--- config.mk ---
export PLATFORM = sky130hd
export DESIGN_NAME = mme_cell
export DESIGN_NICKNAME = d
export VERILOG_FILES = /design/src/rtl/core/mme_pkg.sv /design/src/rtl/core/mme_ram.sv /design/src/rtl/core/mme_cell.sv
export SDC_FILE = /design/constraint.sdc
export NUM_CORES = 2
export LEC_CHECK = 0
export BUFFER_PORTS_ARGS = -buffer_cell sky130_fd_sc_hd__buf_2
export CAP_MARGIN = 0
export CORE_MARGIN = 3
export CORE_UTILIZATION = 65
export CTS_CLUSTER_DIAMETER = 50
export DETAILED_ROUTE_END_ITERATION = 12
export PLACE_DENSITY = 0.86
export RECOVER_POWER = 25
export SLEW_MARGIN = 20
export SYNTH_ARGS = -nofsm -noshare
export SYNTH_HDL_FRONTEND = slang
export SYNTH_SLANG_ARGS = --single-unit
--- constraint.sdc ---
create_clock -name clk_i -period 10.45 [get_ports clk_i]
set_clock_uncertainty 0.1 [all_clocks]
set_input_delay 2.6125 -clock clk_i [delete_from_list [all_inputs] [get_ports clk_i]]
set_output_delay 2.6125 -clock clk_i [all_outputs]
set_load 0.02 [all_outputs]
--- src/rtl/core/mme_pkg.sv ---
// Shared types and constants for the matrix multiply engine.
// No dependencies.
package mme_pkg;

  localparam int unsigned ELEM_W = 16;
  localparam int unsigned SUM_W  = 38;
  localparam int unsigned ROW_W  = 16;
  localparam int unsigned OCOL_W = 6;
  localparam int unsigned REG_W  = 16;
  localparam int unsigned RIDX_W = 2;

  // register indexes on the configuration port
  localparam logic [RIDX_W-1:0] REG_ROW_COUNT    = 2'd0;
  localparam logic [RIDX_W-1:0] REG_INNER_SIZE   = 2'd1;
  localparam logic [RIDX_W-1:0] REG_COLUMN_COUNT = 2'd2;

  // input word kinds
  localparam logic KIND_WEIGHT = 1'b0;
  localparam logic KIND_LHS    = 1'b1;

  typedef struct packed {
    logic                     kind;
    logic signed [ELEM_W-1:0] element;
  } in_word_t;

  typedef struct packed {
    logic signed [SUM_W-1:0] product_sum;
    logic [ROW_W-1:0]        out_row;
    logic [OCOL_W-1:0]       out_column;
    logic                    row_last;
    logic                    matrix_last;
  } out_word_t;

  // broadcast control from the sequencer to every column cell
  typedef struct packed {
    logic                     clear;
    logic                     mac;
    logic                     row_end;
    logic                     shift;
    logic signed [ELEM_W-1:0] mac_elem;
    logic signed [ELEM_W-1:0] wr_data;
  } cell_ctrl_t;

endpackage

--- src/rtl/core/mme_ram.sv ---
// Generic single-write, single-read RAM with registered read data.
// No dependencies.
module mme_ram #(
  parameter int unsigned WIDTH = 16,
  parameter int unsigned DEPTH = 64,
  localparam int unsigned AW = (DEPTH > 1) ? $clog2(DEPTH) : 1
) (
  input  logic             clk_i,
  input  logic             we_i,
  input  logic [AW-1:0]    waddr_i,
  input  logic [WIDTH-1:0] wdata_i,
  input  logic [AW-1:0]    raddr_i,
  output logic [WIDTH-1:0] rdata_o
);

  logic [WIDTH-1:0] mem_q [DEPTH];
  logic [WIDTH-1:0] rdata_q;

  always_ff @(posedge clk_i) begin
    if (we_i) begin
      mem_q[waddr_i] <= wdata_i;
    end
    rdata_q <= mem_q[raddr_i];
  end

  assign rdata_o = rdata_q;

endmodule

--- src/rtl/core/mme_cell.sv ---
// One column cell: weight column RAM, MAC accumulator and a drain stage
// that hands its result to the neighbor toward the output.
// Depends on mme_pkg and mme_ram.
module mme_cell #(
  parameter int unsigned MAX_INNER = 64,
  localparam int unsigned IW = (MAX_INNER > 1) ? $clog2(MAX_INNER) : 1
) (
  input  logic                             clk_i,
  input  logic                             rst_ni,
  input  mme_pkg::cell_ctrl_t              ctrl_i,
  input  logic                             we_i,
  input  logic [IW-1:0]                    waddr_i,
  input  logic [IW-1:0]                    raddr_i,
  input  logic signed [mme_pkg::SUM_W-1:0] drain_i,
  output logic signed [mme_pkg::SUM_W-1:0] drain_o
);

  logic [mme_pkg::ELEM_W-1:0]       w_rd;
  logic signed [2*mme_pkg::ELEM_W-1:0] prod;
  logic signed [mme_pkg::SUM_W-1:0] sum_d, sum_q;
  logic signed [mme_pkg::SUM_W-1:0] acc;
  logic signed [mme_pkg::SUM_W-1:0] drain_d, drain_q;

  mme_ram #(
    .WIDTH(mme_pkg::ELEM_W),
    .DEPTH(MAX_INNER)
  ) u_wram (
    .clk_i  (clk_i),
    .we_i   (we_i),
    .waddr_i(waddr_i),
    .wdata_i(ctrl_i.wr_data),
    .raddr_i(raddr_i),
    .rdata_o(w_rd)
  );

  assign prod = ctrl_i.mac_elem * $signed(w_rd);
  assign acc  = sum_q + mme_pkg::SUM_W'(prod);

  always_comb begin
    sum_d   = sum_q;
    drain_d = drain_q;
    if (ctrl_i.clear) begin
      sum_d = '0;
    end else if (ctrl_i.mac) begin
      if (ctrl_i.row_end) begin
        drain_d = acc;
        sum_d   = '0;
      end else begin
        sum_d = acc;
      end
    end
    if (ctrl_i.shift) begin
      drain_d = drain_i;
    end
  end

  always_ff @(posedge clk_i or negedge rst_ni) begin
    if (!rst_ni) begin
      sum_q <= '0;
    end else begin
      sum_q <= sum_d;
    end
  end

  always_ff @(posedge clk_i) begin
    drain_q <= drain_d;
  end

  assign drain_o = drain_q;

endmodule

# --- After elaboration in Yosys (flattened, before gate mapping) ---
# Memories as Yosys holds them, arrays and structs flattened. A register that Yosys moved wholly into a read port is not among the register bits.
# Index checks and enable logic that the tools add are counted.
op_classes:
  add_sub_neg: 1
  mul: 1
  eq_ne: 1
  muxes: 9
  n_reduce_logical: 4
ops:
  columns: ["operator", "count"]
  rows:
  - ["$mux 38", 7]
  - ["$add 38x32->38", 1]
  - ["$mul 16x16->32", 1]
  - ["$reduce_bool 2->1", 3]
  - ["$reduce_and 3->1", 1]
  - ["$mux 1", 2]
  - ["$ne 2x2->1 const B", 1]
word_totals:
  reg_bits: 76
  ram_bits: 1024
  inputBits: 89
  wordCells: 19
  memories: 1
mem_list:
  columns: ["name", "depth", "word_bits", "read_ports", "rd_clocked_by_memory_dff", "write_ports", "line_no", "text"]
  rows:
  - ["u_wram.mem_q", 64, 16, 1, 1, 1, "mme_ram.sv:16", "logic [WIDTH-1:0] mem_q [DEPTH];"]

# --- Depth between registers and ports, before layout ---
logic_depth:
  depth_word: 6
  ltp_mapped: 24

# --- Hierarchy ---
# Synthesis repeated with hierarchy kept, for this count alone.
unflattened:
  hier_cells: 3368
  area_unflattened_um2: 54888.9
modules_own_cells:
  columns: ["mod", "instances", "cells_per_inst", "area_each_um2"]
  rows:
  - ["mme_ram", 1, 1829, 40042.2]
  - ["mme_cell", 1, 1539, 14846.7]

# --- Worst setup path after synthesis ---
# OpenSTA, ideal clock, no wires.
synth_timing:
  path_kind: "in2reg"
  startpoint: "input port ctrl_i[31] (netlist name)"
  endpoint: "register drain_q, in the netlist drain_o[37], data pin"
  arrival_time_ps: 8330
  setup_slack_ps: 1758
  cell_stages: 21
  cell_sequence: "clkbuf_1 > nand2_1 > fa_1 > inv_1 > fa_1 > fa_1 > fa_1 > fa_1 > inv_1 > fa_1 > inv_1 > ha_1 > clkbuf_1 > nand4_1 > or3_1 > o311ai_1 > o21ai_1 > nand3_1 > a31oi_1 > xnor2_1 > mux2_1"
synth_via:
  elab_chain_len: 6
synth_lines:
  columns: ["item", "line_no", "text"]
  rows:
  - ["start: declaration", "mme_cell.sv:10", "input mme_pkg::cell_ctrl_t ctrl_i,"]
  - ["$mul 16x16->32", "mme_cell.sv:36", "assign prod = ctrl_i.mac_elem * $signed(w_rd);"]
  - ["$add 38x32->38", "mme_cell.sv:37", "assign acc = sum_q + mme_pkg::SUM_W'(prod);"]
  - ["$mux 38", "mme_cell.sv:45", "if (ctrl_i.row_end) begin"]
  - ["$mux 38", "mme_cell.sv:44", "end else if (ctrl_i.mac) begin"]
  - ["$mux 38", "mme_cell.sv:42", "if (ctrl_i.clear) begin"]
  - ["$mux 38", "mme_cell.sv:52", "if (ctrl_i.shift) begin"]
  - ["via drain_d, one bit", "mme_cell.sv:22", "logic signed [mme_pkg::SUM_W-1:0] drain_d, drain_q;"]
  - ["end signal: assignment", "mme_cell.sv:66", "drain_q <= drain_d;"]
  - ["end: declaration", "mme_cell.sv:22", null]
# The timed path passes the listed nets, and every way through them passes these cells. The select of a mux whose other input is x is not followed.
# A chain may end at the register's enable or synchronous reset.

# --- Worst setup path after layout ---
layout_timing:
  startpoint: "input port ctrl_i[31] (netlist name)"
  endpoint: "register drain_q, in the netlist drain_o[36], data pin"
# The elaborated chain is that of the path after synthesis.

==> flow_summary.toml <==
[finish]
nFillCells = 4526
proportion_of_layout_cells_with_a_drive_suffix_above_1_pct = 21.0
final_cell_mix = "sky130_fd_sc_hd__edfxtp_1 (1062), sky130_fd_sc_hd__inv_1 (371), sky130_fd_sc_hd__mux4_2 (336)"
design.final.nets = 3775
layout.cells.most_common = "sky130_fd_sc_hd__edfxtp_1"
syn_to_final_growth_pct = 10.2

[clocking]
postCtsResizedCells = 0
clock_sink_total = 1116
clk_root_buffer_cell = "sky130_fd_sc_hd__clkbuf_16"
htree_num_levels = 3
post-cts-setup-buffer-count = 0
cts_hold_buf = 0
clkTransAtPathRegs_ns = 0.06
numCtsBuffers = 105
tritoncts = "done"
clock_network_latency_to_the_later_pin_of_the_worst_skew_pair_ns = 0.71
cts.path.max_buffers = 3

[sta]
timing.setup.tns_ns = 0
final-setup-viol-count = 0
finalMaxSlewViolations = 885
timing.slew.headroom_pct = -125
finalWorstPathRequiredPeriod_ns = 8.79
worst_pin_slew_ns = 3.38
fin_hold_ws_ns = 0.391
clock.fmax_mhz = 114
grt_setup_unrepaired = "no"
min_period_over_period_pct = 84.1
hold_viol = 0

[logic_synthesis]
synthCells = 3082
synth-warning-count = 0
synthesis.area_sq_um = 54200
yosys_register_bits = 1116
syn_nets = 3604
synthFlopType = "sky130_fd_sc_hd__edfxtp_1"
ys_async_sr_fraction_pct = 3.41
synth_enable_flop_cells = 1062
sequential_element_share_of_the_synthesized_area_pct = 61.1
avgSynthCellArea_sq_um = 17.6
yosys.cell_types.count = 64

[grt]
initial_antenna_violation_count = 10
grt.total_usage_pct = 33.8
globalRoute.totalOverflow = 0
pin_count_of_the_biggest_net_entering_global_routing = 171
grt_pass1_vias = 31678
grt_pass1_wl_mm = 211

[floorplan]
initial_utilization_pct = 65.9
io_pins = 127
chipHeight_um = 295
placementRows = 105
core_area_sq_um = 82400
die_area_sq_um = 87000
chipWidth_um = 295

[drt]
initialDrtViolationCount = 3381
detail_route.first_pass.iterations = 6
total_via_count_in_the_routed_design = 29620
avgViaCountPerCell = 6.70
drt.antenna.violating_nets = 0
drcViolationCount = 0
totalWireLength_mm = 141
post_drt_wl_per_cell_um = 31.8

[worst_setup_path]
critPathKind = "primary input to flip-flop"
cp-start-kind = "primary input"
crit_arrival_ns = 9.05
worstSetupEndpointType = "flip-flop"
required_ns = 10.71
timing.critical_path.fanout_max = 16

[worst_hold_path]
holdCritPathClass = "flip-flop to flip-flop"

[place]
dp_hpwl_mm = 81.5
routability_driven_placement_congestion_ratio = 0.899
place.port_buffers = 126

[run_status]
violations = "max-capacitance violations, max-slew violations"
outcome = "finished with violations"

[job]
max_cap_violations = 14
==> sequential cells by signal (all words and copies together) (netlist names) <==
register and flops:
drain_o 38, u_wram.mem_q 1024, sum_q 38, u_wram.rdata_o 16
==> cell families (layout without fill, tap and decap cells) <==
kind of cell,count (synthesis),after routing,synth area share [%]
AOI/OAI and AO/OA,170,170,1.99
adders and majority gates,433,433,14.4
and+or+nand+nor,476,476,4.15
buffers and inverters,505,764,3.55
DFF,1116,1116,61.1
xor gates and xnor gates,38,38,0.614
other,0,10,0
muxes,344,344,14.1
==> Yosys cell counts, types with 3 or more instances <==
library cell	n	area [sq um]
sky130_fd_sc_hd__nand4_1	3	18.8
sky130_fd_sc_hd__o21bai_1	8	60.1
sky130_fd_sc_hd__xor2_1	17	149
sky130_fd_sc_hd__a31oi_1	5	31.3
sky130_fd_sc_hd__mux2_2	7	78.8
sky130_fd_sc_hd__xnor2_1	21	184
sky130_fd_sc_hd__and2_1	114	713
sky130_fd_sc_hd__ha_1	111	1390
sky130_fd_sc_hd__a22o_1	8	70.1
sky130_fd_sc_hd__fa_1	322	6450
sky130_fd_sc_hd__buf_2	24	120
sky130_fd_sc_hd__clkbuf_1	97	364
sky130_fd_sc_hd__o21ai_0	67	335
sky130_fd_sc_hd__buf_1	12	45.0
sky130_fd_sc_hd__nor2_1	92	345
sky130_fd_sc_hd__a21oi_1	33	165
sky130_fd_sc_hd__inv_1	371	1390
sky130_fd_sc_hd__nor3_1	5	25.0
sky130_fd_sc_hd__or3_1	3	18.8
sky130_fd_sc_hd__edfxtp_1	1062	31900
sky130_fd_sc_hd__a211oi_1	5	37.5
sky130_fd_sc_hd__nand2b_1	8	50.1
sky130_fd_sc_hd__mux4_2	336	7570
sky130_fd_sc_hd__and3_1	5	31.3
sky130_fd_sc_hd__o21ai_1	7	35.0
sky130_fd_sc_hd__nor2b_1	9	56.3
sky130_fd_sc_hd__nand2_1	205	769
sky130_fd_sc_hd__a21o_1	11	82.6
sky130_fd_sc_hd__dfrtp_1	38	951
sky130_fd_sc_hd__dfxtp_1	16	320
sky130_fd_sc_hd__nand3_1	14	70.1
==> critical path: stages <==
cell                       delay (ns)
sky130_fd_sc_hd__buf_2           0.27
sky130_fd_sc_hd__nand2_1         0.21
sky130_fd_sc_hd__inv_1           0.17
sky130_fd_sc_hd__fa_2            0.49
sky130_fd_sc_hd__fa_1            0.82
sky130_fd_sc_hd__fa_1            0.53
sky130_fd_sc_hd__fa_1            0.52
sky130_fd_sc_hd__fa_1            0.50
sky130_fd_sc_hd__inv_1           0.06
sky130_fd_sc_hd__fa_1            0.47
sky130_fd_sc_hd__inv_1           0.05
sky130_fd_sc_hd__ha_1            0.37
sky130_fd_sc_hd__a21oi_1         0.26
sky130_fd_sc_hd__o21ai_0         0.16
sky130_fd_sc_hd__a31oi_1         0.23
sky130_fd_sc_hd__o221ai_1        0.17
sky130_fd_sc_hd__o21ai_1         0.23
sky130_fd_sc_hd__a31oi_1         0.16
sky130_fd_sc_hd__o41ai_1         0.59
sky130_fd_sc_hd__o311ai_1        0.17
==> area by class of cell <==
class | count | area, sq um | share of cell area (%)
Sequential cell | 1116 | 33200 | 55.5
Multi-Input combinational cell | 1461 | 19200 | 32.1
Clock buffer | 129 | 2800 | 4.69
Inverter | 372 | 1400 | 2.34
Tap cell | 1070 | 1340 | 2.24
Timing Repair Buffer | 197 | 1240 | 2.08
Clock inverter | 66 | 644 | 1.08
Antenna cell | 10 | 25.0 | 0.0419
==> metrics by stage <==
stage               cells  utilization [%]  setup WS (ns)  area, sq um
floorplan            3082                -           1.76        54200
global placement     4214             68.3           1.34        56300
detailed placement   4214             68.3           1.08        56300
CTS                  4409             72.5           1.76        59700
global route         4415             72.6           1.25        59800
finish               4421             72.6           1.66        59800
==> path summary, 6_finish.rpt <==
check | from | endpoint | slack [ns] | cells past startpoint
worst max-delay path | ctrl_i[31] | drain_o[36] | 1.66 | 20
worst min register to register | sum_q[15] | sum_q[15] | 0.39 | 2
worst max register to register | u_wram.rdata_o[1] | drain_o[36] | 3.01 | 19
worst min-delay path | sum_q[15] | sum_q[15] | 0.39 | 2
min in group asynchronous | rst_ni | sum_q[6] | 2.48 | 1
max in group asynchronous | rst_ni | sum_q[34] | 6.47 | 1
==> routing by layer <==
metal  global-route usage (%)  share of wire, %  vias up
li1                         -                 -    11700
met1                     43.5                35    15345
met2                     56.4                51     2104
met3                     6.53               9.3      467
met4                     16.0               5.6        4
met5                        0             0.024        -
Power is not shown: default switching activity piles up to over one toggle a cycle in this logic, so the estimate is an artifact.
